**src/hdl/mutex_lock_unit_with_handoff_defines.svh**
```systemverilog
// Assertion macros of the mutex lock unit, used by the table engine.
// No dependencies; included by files that carry concurrent assertions.
`ifndef MUTEX_LOCK_UNIT_WITH_HANDOFF_DEFINES_SVH
`define MUTEX_LOCK_UNIT_WITH_HANDOFF_DEFINES_SVH

// same-cycle implication
`define MLU_ASSERT_IMP(lbl, clk, rst, ante, cons, msg) \
   lbl: assert property (@(posedge clk) disable iff (rst) (ante) |-> (cons)) \
      else $error(msg);

// next-cycle implication
`define MLU_ASSERT_NXT(lbl, clk, rst, ante, cons, msg) \
   lbl: assert property (@(posedge clk) disable iff (rst) (ante) |=> (cons)) \
      else $error(msg);

`endif

```
**src/hdl/mlu_pkg.sv**
```systemverilog
// Types and constants of the mutex lock unit.
// No dependencies; imported by every module of the block except mlu_ram.
`timescale 1ns / 1ps
`default_nettype none

package mlu_pkg;

   localparam int MODE_W   = 2;
   localparam int LOCK_W   = 4;
   localparam int THREAD_W = 4;
   localparam int STATUS_W = 4;

   typedef enum logic [MODE_W-1:0] {
      OP_LOCK    = 2'd0,
      OP_UNLOCK  = 2'd1,
      OP_TRY     = 2'd2,
      OP_DESTROY = 2'd3
   } op_type;

   localparam logic [STATUS_W-1:0] ST_ACQUIRED  = 4'd0;
   localparam logic [STATUS_W-1:0] ST_REENTERED = 4'd1;
   localparam logic [STATUS_W-1:0] ST_BLOCKED   = 4'd2;
   localparam logic [STATUS_W-1:0] ST_NOT_OWNER = 4'd3;
   localparam logic [STATUS_W-1:0] ST_RELEASED  = 4'd4;
   localparam logic [STATUS_W-1:0] ST_HANDOFF   = 4'd5;
   localparam logic [STATUS_W-1:0] ST_TRY_FAIL  = 4'd6;
   localparam logic [STATUS_W-1:0] ST_DESTROYED = 4'd7;
   localparam logic [STATUS_W-1:0] ST_BUSY      = 4'd8;

   typedef enum logic [1:0] {
      S_IDLE,
      S_LOOK,
      S_DEQ
   } back_state_type;

   typedef struct packed {
      logic                last;
      logic [THREAD_W-1:0] woken_thread;
      logic                woken_valid;
      logic [STATUS_W-1:0] status;
   } rsp_type;

endpackage

`default_nettype wire

```
**src/hdl/mutex_lock_unit_with_handoff.sv**
```systemverilog
// Top level of the mutex lock unit: request front end, command queue, table engine.
// Depends on mlu_pkg, mlu_front, mlu_cmdq, mlu_back.
//
//   channel  beat fields                                     end
//   req_     tuser: mode; tdata: lock_index, thread_id       slave
//   rsp_     tdata: status, woken_valid, woken_thread; tlast master
//
// A request in the table engine does one lock-table read, then one update.
// Unlock with a waiter adds a dequeue step; destroy adds one per woken waiter.
// The two-entry command queue lets requests land while the engine works.
// A stalled result holds the engine; requests still enter until the queue fills.
// Reset is synchronous; every lock comes out free with no waiters, no clearing pass.
`timescale 1ns / 1ps
`default_nettype none

module mutex_lock_unit_with_handoff
   import mlu_pkg::*;
#(
   parameter int NUM_LOCKS   = 16,
   parameter int NUM_THREADS = 16
) (
   input  wire logic        clock,
   input  wire logic        reset,
   input  wire logic        req_tvalid,
   output logic             req_tready,
   input  wire logic [7:0]  req_tdata,   // lock_index[3:0], thread_id[7:4]
   input  wire logic [1:0]  req_tuser,   // mode[1:0]
   output logic             rsp_tvalid,
   input  wire logic        rsp_tready,
   output logic      [15:0] rsp_tdata,   // status[3:0], woken_valid[4], woken_thread[8:5], zero
   output logic             rsp_tlast
);

   localparam int LW = (NUM_LOCKS > 1) ? $clog2(NUM_LOCKS) : 1;
   localparam int TW = $clog2(NUM_THREADS);
   localparam int CW = MODE_W + LW + TW;

   logic          push_valid, push_ready, pop_valid, pop_ready;
   op_type        f_op;
   logic [LW-1:0] f_lock;
   logic [TW-1:0] f_thread;
   logic [CW-1:0] push_data, pop_data;
   rsp_type       rsp;

   mlu_front #(.NUM_LOCKS(NUM_LOCKS), .NUM_THREADS(NUM_THREADS)) u_front (
      .req_valid  (req_tvalid),
      .req_ready  (req_tready),
      .req_mode   (req_tuser),
      .req_lock   (req_tdata[3:0]),
      .req_thread (req_tdata[7:4]),
      .push_valid (push_valid),
      .push_ready (push_ready),
      .cmd_op     (f_op),
      .cmd_lock   (f_lock),
      .cmd_thread (f_thread)
   );

   assign push_data = {f_op, f_lock, f_thread};

   mlu_cmdq #(.WIDTH(CW)) u_cmdq (
      .clock      (clock),
      .reset      (reset),
      .push_valid (push_valid),
      .push_ready (push_ready),
      .push_data  (push_data),
      .pop_valid  (pop_valid),
      .pop_ready  (pop_ready),
      .pop_data   (pop_data)
   );

   mlu_back #(.NUM_LOCKS(NUM_LOCKS), .NUM_THREADS(NUM_THREADS)) u_back (
      .clock      (clock),
      .reset      (reset),
      .cmd_valid  (pop_valid),
      .cmd_ready  (pop_ready),
      .cmd_op     (op_type'(pop_data[CW-1:LW+TW])),
      .cmd_lock   (pop_data[LW+TW-1:TW]),
      .cmd_thread (pop_data[TW-1:0]),
      .rsp_valid  (rsp_tvalid),
      .rsp_ready  (rsp_tready),
      .rsp        (rsp)
   );

   assign rsp_tdata = {7'b0, rsp.woken_thread, rsp.woken_valid, rsp.status};
   assign rsp_tlast = rsp.last;

endmodule

`default_nettype wire

```
**src/hdl/mlu_ram.sv**
```systemverilog
// Generic single-port-write, single-port-read RAM with registered read.
// No dependencies; used for the per-lock and per-thread tables.
`timescale 1ns / 1ps
`default_nettype none

module mlu_ram #(
   parameter int WIDTH = 8,
   parameter int DEPTH = 16,
   localparam int AW = (DEPTH > 1) ? $clog2(DEPTH) : 1
) (
   input  wire logic             clock,
   input  wire logic             wr_en,
   input  wire logic [AW-1:0]    wr_addr,
   input  wire logic [WIDTH-1:0] wr_data,
   input  wire logic             rd_en,
   input  wire logic [AW-1:0]    rd_addr,
   output logic      [WIDTH-1:0] rd_data
);

   logic [WIDTH-1:0] mem_ff [DEPTH];
   logic [WIDTH-1:0] rd_data_ff;

   always_ff @(posedge clock) begin
      if (wr_en) begin
         mem_ff[wr_addr] <= wr_data;
      end
      if (rd_en) begin
         rd_data_ff <= mem_ff[rd_addr];
      end
   end

   assign rd_data = rd_data_ff;

endmodule

`default_nettype wire

```
**src/hdl/mlu_front.sv**
```systemverilog
// Request front end: takes request beats, folds indices into range, decodes the mode.
// Depends on mlu_pkg.
`timescale 1ns / 1ps
`default_nettype none

module mlu_front
   import mlu_pkg::*;
#(
   parameter int NUM_LOCKS   = 16,
   parameter int NUM_THREADS = 16,
   localparam int LW = (NUM_LOCKS > 1) ? $clog2(NUM_LOCKS) : 1,
   localparam int TW = $clog2(NUM_THREADS)
) (
   input  wire logic                req_valid,
   output logic                     req_ready,
   input  wire logic [MODE_W-1:0]   req_mode,
   input  wire logic [LOCK_W-1:0]   req_lock,
   input  wire logic [THREAD_W-1:0] req_thread,
   output logic                     push_valid,
   input  wire logic                push_ready,
   output op_type                   cmd_op,
   output logic      [LW-1:0]       cmd_lock,
   output logic      [TW-1:0]       cmd_thread
);

   always_comb begin
      cmd_lock   = '0;
      cmd_thread = '0;
      for (int i = 0; i < (1 << LOCK_W); i++) begin
         if (req_lock == LOCK_W'(i)) begin
            cmd_lock = LW'(i % NUM_LOCKS);
         end
      end
      for (int j = 0; j < (1 << THREAD_W); j++) begin
         if (req_thread == THREAD_W'(j)) begin
            cmd_thread = TW'(j % NUM_THREADS);
         end
      end
   end

   assign cmd_op     = op_type'(req_mode);
   assign push_valid = req_valid;
   assign req_ready  = push_ready;

endmodule

`default_nettype wire

```
**src/hdl/mlu_cmdq.sv**
```systemverilog
// Two-entry command queue between the front end and the table engine.
// Depends on mlu_pkg.
`timescale 1ns / 1ps
`default_nettype none

module mlu_cmdq
   import mlu_pkg::*;
#(
   parameter int WIDTH = 10
) (
   input  wire logic             clock,
   input  wire logic             reset,
   input  wire logic             push_valid,
   output logic                  push_ready,
   input  wire logic [WIDTH-1:0] push_data,
   output logic                  pop_valid,
   input  wire logic             pop_ready,
   output logic      [WIDTH-1:0] pop_data
);

   logic [WIDTH-1:0] data_ff [2];
   logic             wr_ptr_ff, wr_ptr_in;
   logic             rd_ptr_ff, rd_ptr_in;
   logic [1:0]       count_ff, count_in;
   logic             push, pop;

   assign push_ready = (count_ff != 2'd2);
   assign pop_valid  = (count_ff != 2'd0);
   assign pop_data   = data_ff[rd_ptr_ff];
   assign push       = push_valid && push_ready;
   assign pop        = pop_valid && pop_ready;

   always_comb begin
      wr_ptr_in = wr_ptr_ff ^ push;
      rd_ptr_in = rd_ptr_ff ^ pop;
      count_in  = count_ff + 2'(push) - 2'(pop);
   end

   always_ff @(posedge clock) begin
      if (reset) begin
         wr_ptr_ff <= 1'b0;
         rd_ptr_ff <= 1'b0;
         count_ff  <= 2'd0;
      end else begin
         wr_ptr_ff <= wr_ptr_in;
         rd_ptr_ff <= rd_ptr_in;
         count_ff  <= count_in;
      end
   end

   always_ff @(posedge clock) begin
      if (push) begin
         data_ff[wr_ptr_ff] <= push_data;
      end
   end

endmodule

`default_nettype wire

```
**src/hdl/mlu_back.sv**
```systemverilog
// Table engine: owner and queue tables, lock sequencer, waiter walk, result register.
// Depends on mlu_pkg, mlu_ram and the assertion macro header.
`timescale 1ns / 1ps
`default_nettype none
`include "mutex_lock_unit_with_handoff_defines.svh"

module mlu_back
   import mlu_pkg::*;
#(
   parameter int NUM_LOCKS   = 16,
   parameter int NUM_THREADS = 16,
   localparam int LW = (NUM_LOCKS > 1) ? $clog2(NUM_LOCKS) : 1,
   localparam int TW = $clog2(NUM_THREADS)
) (
   input  wire logic          clock,
   input  wire logic          reset,
   input  wire logic          cmd_valid,
   output logic               cmd_ready,
   input  wire op_type        cmd_op,
   input  wire logic [LW-1:0] cmd_lock,
   input  wire logic [TW-1:0] cmd_thread,
   output logic               rsp_valid,
   input  wire logic          rsp_ready,
   output rsp_type            rsp
);

   localparam int WW = 3 * TW;

   back_state_type state_ff, state_in;
   op_type         cmd_op_ff;
   logic [LW-1:0]  cmd_l_ff;
   logic [TW-1:0]  cmd_t_ff;
   logic [TW-1:0]  first_ff, first_in;
   logic [TW-1:0]  last_ff;
   logic           first_we, load_fl;

   logic           held_ff    [NUM_LOCKS];
   logic           ne_ff      [NUM_LOCKS];
   logic           waiting_ff [NUM_THREADS];
   logic           held_we, held_in, ne_we, ne_in, ws_en, wc_en;

   logic           rsp_valid_ff;
   rsp_type        rsp_ff;
   logic           emit;
   rsp_type        emit_rsp;
   logic           out_free;

   logic           lk_rd_en, lk_wr_en;
   logic [LW-1:0]  lk_rd_addr;
   logic [WW-1:0]  lk_wr_data, lk_rd_data;
   logic           nw_rd_en, nw_wr_en;
   logic [TW-1:0]  nw_rd_addr, nw_wr_addr, nw_wr_data, nw_rd_data;

   logic [TW-1:0]  w_owner, w_first, w_last;
   logic           held, ne, tw, done;

   mlu_ram #(.WIDTH(WW), .DEPTH(NUM_LOCKS)) u_lock_ram (
      .clock   (clock),
      .wr_en   (lk_wr_en),
      .wr_addr (cmd_l_ff),
      .wr_data (lk_wr_data),
      .rd_en   (lk_rd_en),
      .rd_addr (lk_rd_addr),
      .rd_data (lk_rd_data)
   );

   mlu_ram #(.WIDTH(TW), .DEPTH(NUM_THREADS)) u_next_ram (
      .clock   (clock),
      .wr_en   (nw_wr_en),
      .wr_addr (nw_wr_addr),
      .wr_data (nw_wr_data),
      .rd_en   (nw_rd_en),
      .rd_addr (nw_rd_addr),
      .rd_data (nw_rd_data)
   );

   assign w_owner  = lk_rd_data[3*TW-1:2*TW];
   assign w_first  = lk_rd_data[2*TW-1:TW];
   assign w_last   = lk_rd_data[TW-1:0];
   assign held     = held_ff[cmd_l_ff];
   assign ne       = ne_ff[cmd_l_ff];
   assign tw       = waiting_ff[cmd_t_ff];
   assign done     = (first_ff == last_ff);
   assign out_free = !rsp_valid_ff || rsp_ready;

   always_comb begin
      state_in   = state_ff;
      cmd_ready  = 1'b0;
      lk_rd_en   = 1'b0;
      lk_rd_addr = cmd_lock;
      lk_wr_en   = 1'b0;
      lk_wr_data = {w_owner, w_first, w_last};
      nw_rd_en   = 1'b0;
      nw_rd_addr = w_first;
      nw_wr_en   = 1'b0;
      nw_wr_addr = w_last;
      nw_wr_data = cmd_t_ff;
      emit       = 1'b0;
      emit_rsp   = '0;
      held_we    = 1'b0;
      held_in    = 1'b0;
      ne_we      = 1'b0;
      ne_in      = 1'b0;
      ws_en      = 1'b0;
      wc_en      = 1'b0;
      first_we   = 1'b0;
      first_in   = nw_rd_data;
      load_fl    = 1'b0;
      emit_rsp.last = 1'b1;
      case (state_ff)
         S_IDLE: begin
            cmd_ready = 1'b1;
            if (cmd_valid) begin
               lk_rd_en = 1'b1;
               state_in = S_LOOK;
            end
         end
         S_LOOK: begin
            nw_rd_en = 1'b1;
            load_fl  = 1'b1;
            case (cmd_op_ff)
               OP_LOCK, OP_TRY: begin
                  if (out_free) begin
                     emit     = 1'b1;
                     state_in = S_IDLE;
                     if (tw) begin
                        emit_rsp.status = ST_BUSY;
                     end else if (!held) begin
                        emit_rsp.status = ST_ACQUIRED;
                        held_we    = 1'b1;
                        held_in    = 1'b1;
                        lk_wr_en   = 1'b1;
                        lk_wr_data = {cmd_t_ff, w_first, w_last};
                     end else if (cmd_op_ff == OP_TRY) begin
                        emit_rsp.status = ST_TRY_FAIL;
                     end else if (w_owner == cmd_t_ff) begin
                        emit_rsp.status = ST_REENTERED;
                     end else begin
                        emit_rsp.status = ST_BLOCKED;
                        ws_en    = 1'b1;
                        lk_wr_en = 1'b1;
                        if (ne) begin
                           nw_wr_en   = 1'b1;
                           lk_wr_data = {w_owner, w_first, cmd_t_ff};
                        end else begin
                           lk_wr_data = {w_owner, cmd_t_ff, cmd_t_ff};
                           ne_we      = 1'b1;
                           ne_in      = 1'b1;
                        end
                     end
                  end
               end
               OP_UNLOCK: begin
                  if (!held || (w_owner != cmd_t_ff)) begin
                     if (out_free) begin
                        emit            = 1'b1;
                        emit_rsp.status = ST_NOT_OWNER;
                        state_in        = S_IDLE;
                     end
                  end else if (ne) begin
                     state_in = S_DEQ;
                  end else if (out_free) begin
                     emit            = 1'b1;
                     emit_rsp.status = ST_RELEASED;
                     held_we         = 1'b1;
                     state_in        = S_IDLE;
                  end
               end
               OP_DESTROY: begin
                  if (ne) begin
                     state_in = S_DEQ;
                  end else if (out_free) begin
                     emit            = 1'b1;
                     emit_rsp.status = ST_DESTROYED;
                     held_we         = 1'b1;
                     state_in        = S_IDLE;
                  end
               end
               default: begin
                  state_in = S_IDLE;
               end
            endcase
         end
         S_DEQ: begin
            if (out_free) begin
               emit                  = 1'b1;
               wc_en                 = 1'b1;
               emit_rsp.woken_valid  = 1'b1;
               emit_rsp.woken_thread = THREAD_W'(first_ff);
               if (cmd_op_ff == OP_UNLOCK) begin
                  emit_rsp.status = ST_HANDOFF;
                  lk_wr_en        = 1'b1;
                  lk_wr_data      = {first_ff, nw_rd_data, last_ff};
                  ne_we           = done;
                  state_in        = S_IDLE;
               end else begin
                  emit_rsp.status = ST_DESTROYED;
                  emit_rsp.last   = done;
                  if (done) begin
                     ne_we    = 1'b1;
                     held_we  = 1'b1;
                     state_in = S_IDLE;
                  end else begin
                     first_we   = 1'b1;
                     nw_rd_en   = 1'b1;
                     nw_rd_addr = nw_rd_data;
                  end
               end
            end
         end
         default: begin
            state_in = S_IDLE;
         end
      endcase
   end

   always_ff @(posedge clock) begin
      if (reset) begin
         state_ff     <= S_IDLE;
         rsp_valid_ff <= 1'b0;
      end else begin
         state_ff <= state_in;
         if (emit) begin
            rsp_valid_ff <= 1'b1;
         end else if (rsp_ready) begin
            rsp_valid_ff <= 1'b0;
         end
      end
   end

   always_ff @(posedge clock) begin
      if (reset) begin
         for (int i = 0; i < NUM_LOCKS; i++) begin
            held_ff[i] <= 1'b0;
            ne_ff[i]   <= 1'b0;
         end
         for (int k = 0; k < NUM_THREADS; k++) begin
            waiting_ff[k] <= 1'b0;
         end
      end else begin
         if (held_we) begin
            held_ff[cmd_l_ff] <= held_in;
         end
         if (ne_we) begin
            ne_ff[cmd_l_ff] <= ne_in;
         end
         if (ws_en) begin
            waiting_ff[cmd_t_ff] <= 1'b1;
         end
         if (wc_en) begin
            waiting_ff[first_ff] <= 1'b0;
         end
      end
   end

   always_ff @(posedge clock) begin
      if (cmd_valid && cmd_ready) begin
         cmd_op_ff <= cmd_op;
         cmd_l_ff  <= cmd_lock;
         cmd_t_ff  <= cmd_thread;
      end
      if (load_fl) begin
         first_ff <= w_first;
         last_ff  <= w_last;
      end else if (first_we) begin
         first_ff <= first_in;
      end
      if (emit) begin
         rsp_ff <= emit_rsp;
      end
   end

   assign rsp_valid = rsp_valid_ff;
   assign rsp       = rsp_ff;

   `MLU_ASSERT_IMP(a_deq_nonempty, clock, reset, state_ff == S_DEQ, ne, "dequeue from empty queue")
   `MLU_ASSERT_IMP(a_head_waiting, clock, reset, state_ff == S_DEQ, waiting_ff[first_ff], "queue head not waiting")
   `MLU_ASSERT_IMP(a_handoff_held, clock, reset, state_ff == S_DEQ && cmd_op_ff == OP_UNLOCK, held, "handoff on free lock")
   `MLU_ASSERT_NXT(a_walk_ends, clock, reset, state_ff == S_DEQ && out_free && done, state_ff == S_IDLE, "walk did not stop at tail")

endmodule

`default_nettype wire
```
**config.mk**
```make
export PLATFORM = sky130hd
export DESIGN_NAME = mutex_lock_unit_with_handoff
export DESIGN_NICKNAME = d
export VERILOG_FILES = /design/src/hdl/mlu_pkg.sv /design/src/hdl/mutex_lock_unit_with_handoff.sv /design/src/hdl/mlu_ram.sv /design/src/hdl/mlu_front.sv /design/src/hdl/mlu_cmdq.sv /design/src/hdl/mlu_back.sv
export VERILOG_INCLUDE_DIRS = /design/src /design/src/hdl
export SDC_FILE = /design/constraint.sdc
export NUM_CORES = 1
export LEC_CHECK = 0
export BUFFER_PORTS_ARGS = -buffer_cell sky130_fd_sc_hd__clkbuf_2
export CORE_ASPECT_RATIO = 1.2
export CORE_MARGIN = 4
export CORE_UTILIZATION = 39
export CTS_CLUSTER_SIZE = 12
export DETAILED_ROUTE_END_ITERATION = 8
export SLEW_MARGIN = 10
export SYNTH_ARGS = -nofsm -noshare
export SYNTH_HDL_FRONTEND = slang
export SYNTH_HIERARCHICAL = 1
export SYNTH_SLANG_ARGS = --single-unit
```
**constraint.sdc**
```tcl
create_clock -name clock -period 4.54 [get_ports clock]
set_clock_uncertainty 0.1 [all_clocks]
set_input_delay 0.227 -clock clock [delete_from_list [all_inputs] [get_ports clock]]
set_output_delay 0.227 -clock clock [all_outputs]
set_load 0.05 [all_outputs]
```
==> results.yml, run 1 <==
run_status:
  status: "finished, final reports clean"
synthesis:
  synthFlopType: "edfxtp_1"
  synthCells: 1155
  synth_async_sr_flop_share: 0
  yosys.area.top_type: "edfxtp_1"
  synth_area_mm2: 0.0173
  synth_cell_types: 68
  synth_seq_cells: 383
  synth-seq-area-share: 0.656
  synth_area_leaders: "edfxtp_1, mux4_2, mux4_1"
  synth-edff-count: 368
  yosysWarnings: 6
  avgSynthCellArea_um2: 15.0
  synth.top_cell.area_share: 0.638
clock_network:
  htreeDepth: 2
  clk_path_buf_depth: 3
  tritoncts: "built"
  numCtsBuffers: 41
  cts.clk_slew.worst_paths_ns: 0.06
  clkSinkCount: 383
  clkLatencyLatePin_ns: 0.54
  cts_resized: 0
  cts-root-buf: "clkbuf_16"
  post-cts-setup-buffers: 0
sta:
  finalCriticalPeriod_ns: 3.78
  max_freq_mhz: 265
  final-setup-viol-count: 0
  slew-limit-headroom: 0.228
  whs_ns: 0.0207
  worst_slew_pin_slew_ns: 1.16
  finalCritPeriodShare: 0.832
  hold_viol: 0
  fin_tns_setup_ns: 0
  final_max_slew_viol_count: 0
  rsz0062_at_grt: "no"
critical_path:
  r2r_slack_ns: 0.76
  worstPathMaxFanout: 11
  worst_ep_required_time_ns: 4.68
  path_class: "reg -> reg"
  worst_setup_path_start_kind: "flop"
  arrival_ns: 3.91
  crit_path_end_kind: "flop"
power:
  p_comb_frac: 0.329
  clock_power_share: 0.250
  vdd_ir_drop_max_v: 0.000301
  power_density_mw_per_mm2: 639
  p_sw_w: 0.00439
  pwr-share-seq: 0.421
  leakage_nw: 6.29
  p_int_w: 0.00801
  switching_share: 0.354
routing:
  drc: 0
  ant_nets: 0
  finalWirelength_mm: 39.5
  num_vias: 10300
  drt_iter0_markers: 1020
  drtPass1Iterations: 6
  vias_per_cell: 5.78
  wl_per_cell_um: 22.2
placed_design:
  dp_hpwl_mm: 26.1
  placed_area_mm2: 0.0181
  place.gp.congestion: 0.864
  port_buffers: 25
  placed_cells: 1701
floorplanning:
  num_rows: 84
  dieArea_mm2: 0.0478
  die_y_um: 239
  ioPinCount: 33
  initial_core_util: 0.395
  core_mm2: 0.0438
  die_w_um: 200
grt:
  grt_antenna_before_repair: 0
  grt_start_max_net_pins: 49
  grt_overflow_total: 0
  track_usage: 0.164
  grt_pass1_wl_mm: 61.6
  grt_pass1_vias: 10400
hold_path:
  holdCritPathClass: "in -> reg"
  hp-start: "reset"
final_layout:
  drive_gt1_frac: 0.181
  mostFrequentLayoutCells: "edfxtp_1, nor2_1, nand4_1"
  fin_cells: 1779
  fin_util: 0.443
  fin_area_mm2: 0.0194
  antennaDiodeCount: 0
  fin_nets: 1214
  syn_to_final_growth_pct: 12.1
  layout_commonest_cell: "edfxtp_1"
run:
  drv_cap: 0
==> registers in the layout, summed over array words and instances, names as in the netlist, named ones only <==
| name | cells |
|---|---|
| u_back/ne_ff | 16 |
| u_back/cmd_op_ff | 2 |
| u_back/cmd_t_ff | 4 |
| u_back/cmd_l_ff | 4 |
| u_back/waiting_ff | 16 |
| u_back/u_next_ram/rd_data | 4 |
| u_back/rsp | 10 |
| u_back/u_lock_ram/rd_data | 12 |
| u_cmdq/count_ff | 2 |
| u_back/u_lock_ram/mem_ff | 192 |
| u_back/state_ff | 2 |
| u_cmdq/data_ff | 20 |
| u_back/last_ff | 4 |
| u_back/rsp_valid | 1 |
| u_back/u_next_ram/mem_ff | 64 |
| u_back/first_ff | 4 |
| u_cmdq/wr_ptr_ff | 1 |
| u_cmdq/rd_ptr_ff | 1 |
| u_back/held_ff | 16 |
==> synth_stat cells (all sizes together), types with 2 or more instances <==
| cell type | n |
|---|---|
| a32oi | 5 |
| nor2b | 16 |
| o22ai | 5 |
| and4b | 2 |
| clkinv | 2 |
| o31ai | 8 |
| mux2 | 22 |
| o21ai | 45 |
| xnor2 | 4 |
| a21o | 2 |
| nand3 | 28 |
| dfxtp | 15 |
| inv | 25 |
| and2 | 10 |
| a21oi | 5 |
| nand3b | 4 |
| a211oi | 7 |
| xor2 | 5 |
| nand2 | 61 |
| o2111ai | 4 |
| clkbuf | 56 |
| o2bb2ai | 2 |
| a22oi | 35 |
| or3b | 2 |
| nor2 | 94 |
| o31a | 12 |
| or2 | 2 |
| buf | 39 |
| a31oi | 9 |
| nor4b | 2 |
| o211ai | 6 |
| and3 | 9 |
| ha | 5 |
| edfxtp | 368 |
| mux4 | 77 |
| nand4 | 75 |
| nor4 | 12 |
| mux2i | 11 |
| nand2b | 17 |
| nor3 | 33 |
| o21a | 2 |
==> power groups by stage <==
stage / Sequential, W / Clock [W] / Combinational (W)
finish: 0.00522 / 0.00310 / 0.00408
detailed placement: 0.00529 / 0 / 0.00406
floorplan: 0.00515 / 0 / 0.00285
global placement: 0.00529 / 0 / 0.00398
CTS: 0.00522 / 0.00318 / 0.00408
global route: 0.00526 / 0.00334 / 0.00442
==> path summary, 6_finish.rpt <==
kind | to | cells after the start
setup / recovery | u_back/u_lock_ram/mem_ff[12][7] | 8
hold / removal | u_cmdq/wr_ptr_ff | 3
setup reg to reg | u_back/u_lock_ram/mem_ff[12][7] | 8
hold reg to reg | u_back/state_ff[1] | 2
==> layer usage <==
layer | track usage | share of wire | vias up
met3 | 0.0262 | 0.054 | 76
met5 | 0 | 0 | -
met4 | 0.0503 | 0.026 | 0
li1 | - | - | 4681
met1 | 0.209 | 0.41 | 5161
met2 | 0.290 | 0.51 | 365
==> cell type report <==
cell class | instances | area [um^2]
clock buffers | 61 | 1140
multi-input cells | 656 | 5400
flip-flops and latches | 383 | 11400
clock inverters | 7 | 90.1
fillers | 3798 | 24400
well taps | 559 | 699
inverters | 27 | 101
repair buffers | 86 | 621
==> repair_timing <==
| action | 4_1_cts | 5_1_grt |
|---|---|---|
| hold endpoints to repair | 20 | 0 |
| hold buffers | 10 | 0 |
| setup endpoints to repair | 0 | 0 |
==> cell families after synthesis <==
family | Yosys count | synth area share
simple gates | 372 | 0.112
buf+inv | 122 | 0.0355
compound gates | 153 | 0.0611
fa+ha+maj | 5 | 0.00361
flops | 383 | 0.656
other cells | 1 | 0.000217
mux | 110 | 0.127
xor+xnor | 9 | 0.00455
==> worst max-delay path, cell delays in order, from the launching register on <==
cell and delay [ns]:
dfxtp_1 0.60, mux4_2 0.56, mux4_2 0.59, nor3_1 0.15
o21ai_0 0.11, a21oi_1 0.47, nand3_1 0.25, nor3_2 0.38
buf_4 0.26
==> through the flow <==
stage | setup slack [ns] | total power [W]
floorplan | 0.782 | 0.00800
global placement | 0.821 | 0.00927
detailed placement | 0.848 | 0.00935
finish | 0.763 | 0.0124
CTS | 0.817 | 0.0125
global route | 0.470 | 0.0130
(Power assumes the default switching activity.)
==> inputs of run 2 (changes only) <==
==> constraint.sdc (replaced) <==
create_clock -name clock -period 3.7 [get_ports clock]
set_clock_uncertainty 0.1 [all_clocks]
set_input_delay 0.185 -clock clock [delete_from_list [all_inputs] [get_ports clock]]
set_output_delay 0.185 -clock clock [all_outputs]
set_load 0.05 [all_outputs]
==> run 2 against run 1 <==
Against the previous run:
- power grew 24%
- via count grew 0.54%
- hold slack gained 0.014 ns
- clock-buffer cell count is the same
- global-route usage grew 0.075 points
- flip-flop and latch count is the same
- clock power grew 21%
- core utilization grew 0.51 points
- die area is the same
- non-clock buffer count grew 21
- largest cell class unchanged
==> results.yml, run 2 (synthesized netlist as in run 1, its figures left out) <==
routing:
  drc: 0
  ant_nets: 0
  drt_iter0_markers: 1100
  finalWirelength_mm: 40.0
  vias_per_cell: 5.74
  num_vias: 10300
  wl_per_cell_um: 22.2
  drtPass1Iterations: 5
sta:
  final-setup-viol-count: 0
  worst_slew_pin_slew_ns: 1.07
  finalCriticalPeriod_ns: 3.48
  finalCritPeriodShare: 0.941
  max_freq_mhz: 287
  slew-limit-headroom: 0.284
  rsz0062_at_grt: "no"
  hold_viol: 0
  final_max_slew_viol_count: 0
  fin_tns_setup_ns: 0
  whs_ns: 0.0348
critical_path:
  crit_top_cell: "mux4_2"
  crit_chain: "mux4_2, mux4_2, nor3_1, o21ai_0, a21oi_1, buf_4, or3b_1, nor3_2, buf_12"
  path_class: "reg -> reg"
  max_stage_delay_ns: 0.57
  worst_ep_required_time_ns: 3.84
  worstRegToRegCells: 9
  rr_endpoint: "u_back/u_lock_ram/mem_ff[0][10]"
  worstPathMaxFanout: 12
  worst_setup_path_start_kind: "flop"
  crit_path_end_kind: "flop"
  arrival_ns: 3.63
  r2r_slack_ns: 0.22
  slowest_stage: "mux4_2"
grt:
  grt_antenna_before_repair: 0
  track_usage: 0.164
  grt_overflow_total: 0
  grt_pass1_wl_mm: 61.5
  grt_start_max_net_pins: 51
  grt_pass1_vias: 10300
final_layout:
  regMostFlops: "u_back/u_lock_ram/mem_ff"
  multiInputGateArea_mm2: 0.00541
  top_regs: "u_back/u_lock_ram/mem_ff (192), u_back/u_next_ram/mem_ff (64), u_cmdq/data_ff (20)"
  antennaDiodeCount: 0
  fin_util: 0.448
  register_area_mm2: 0.0114
  largest_register_ffs: 192
  fin_nets: 1234
  mostFrequentLayoutCells: "edfxtp_1, nor2_1, nand4_1"
  fin_area_mm2: 0.0196
  layout_commonest_cell: "edfxtp_1"
  drive_gt1_frac: 0.198
  syn_to_final_growth_pct: 13.4
  nFillCells: 3803
floorplanning:
  core_mm2: 0.0438
  die_y_um: 239
  num_rows: 84
  die_w_um: 200
  dieArea_mm2: 0.0478
  ioPinCount: 33
  initial_core_util: 0.395
clock_network:
  cts-root-buf: "clkbuf_16"
  clk_path_buf_depth: 3
  clkSinkCount: 383
  cts.clk_slew.worst_paths_ns: 0.06
  htreeDepth: 2
  clkLatencyLatePin_ns: 0.55
  numCtsBuffers: 40
  tritoncts: "built"
run_status:
  status: "finished, final reports clean"
power:
  fin_total_pwr_w: 0.0154
  leakage_nw: 6.42
  clock_power_share: 0.244
  p_comb_frac: 0.348
  vdd_ir_drop_max_v: 0.000352
  pwr-share-seq: 0.408
  switching_share: 0.358
  p_sw_w: 0.00553
  power_density_mw_per_mm2: 786
  p_int_w: 0.00991
hold_path:
  hp-start: "reset"
  min_to: "u_cmdq/wr_ptr_ff"
  holdCritPathClass: "in -> reg"
  hold-path-cell-count: 3
placed_design:
  place.gp.congestion: 0.861
  placed_area_mm2: 0.0183
  port_buffers: 25
  dp_hpwl_mm: 26.6
run:
  drv_cap: 0
[run 2: changes by cell type in the layout (fill, tap and decap cells not counted), moves of 2 or more]
| cell | previous run | this run |
|---|---|---|
| buf_4 | 50 | 66 |
| buf_12 | 1 | 5 |
| clkbuf_1 | 17 | 14 |
| clkinvlp_4 | 2 | 0 |
| o21ai_1 | 21 | 17 |
| clkinv_1 | 3 | 5 |
| clkbuf_8 | 2 | 6 |
| o21ai_2 | 1 | 5 |
[run 2: per-stage QoR]
step                std cells  setup WS [ns]
global placement         1721          0.192
CTS                      1800         0.0652
floorplan                1161          0.194
global route             1800       0.000920
detailed placement       1721         0.0834
finish                   1800          0.217
[run 2: worst max path at each step]
stage	startpoint	to	cells after the start
floorplan	flop	u_back/u_lock_ram/mem_ff[12][0]	8
global placement	flop	u_back/u_lock_ram/mem_ff[1][1]	9
detailed placement	flop	u_back/u_lock_ram/mem_ff[5][8]	5
CTS	flop	u_back/u_lock_ram/mem_ff[8][8]	5
global route	flop	u_back/u_lock_ram/mem_ff[3][4]	9
finish	flop	u_back/u_lock_ram/mem_ff[0][10]	9
[run 2: per-layer routing]
metal	routed length, um	GRT usage	vias to the layer above
met5	0	0	-
met4	1230	0.0540	0
met3	1910	0.0216	78
li1	-	-	4717
met2	20500	0.290	316
met1	16400	0.212	5228
[run 2: timing repair]
action                     4_1_cts  5_1_grt
buffers inserted                 0        0
hold buffers                    11        0
hold endpoints to repair        21        0
resized for setup                0        4
setup endpoints to repair        0       64
[run 2: cell type report]
class / instances / area share
Tap cell: 559 / 0.0356
Multi-Input combinational cell: 656 / 0.276
Sequential cell: 383 / 0.578
Inverter: 27 / 0.00516
Clock buffer: 61 / 0.0592
Clock inverter: 7 / 0.00363
Timing Repair Buffer: 107 / 0.0423
[run 2: critical path, delay by kind of cell, from the launching register on]
family	cells	cell delay [ns]
buffers and inverters	2	0.36
AND/OR/NAND/NOR	3	0.78
flip-flops	1	0.50
AO/OA/AOI/OAI	2	0.32
multiplexers	2	1.12
[run 2: power groups by stage]
stage / sequential [W] / clock, W / combinational (W)
floorplan: 0.00632 / 0 / 0.00350
global placement: 0.00639 / 0 / 0.00521
detailed placement: 0.00639 / 0 / 0.00532
CTS: 0.00630 / 0.00386 / 0.00534
global route: 0.00636 / 0.00403 / 0.00577
finish: 0.00630 / 0.00376 / 0.00537
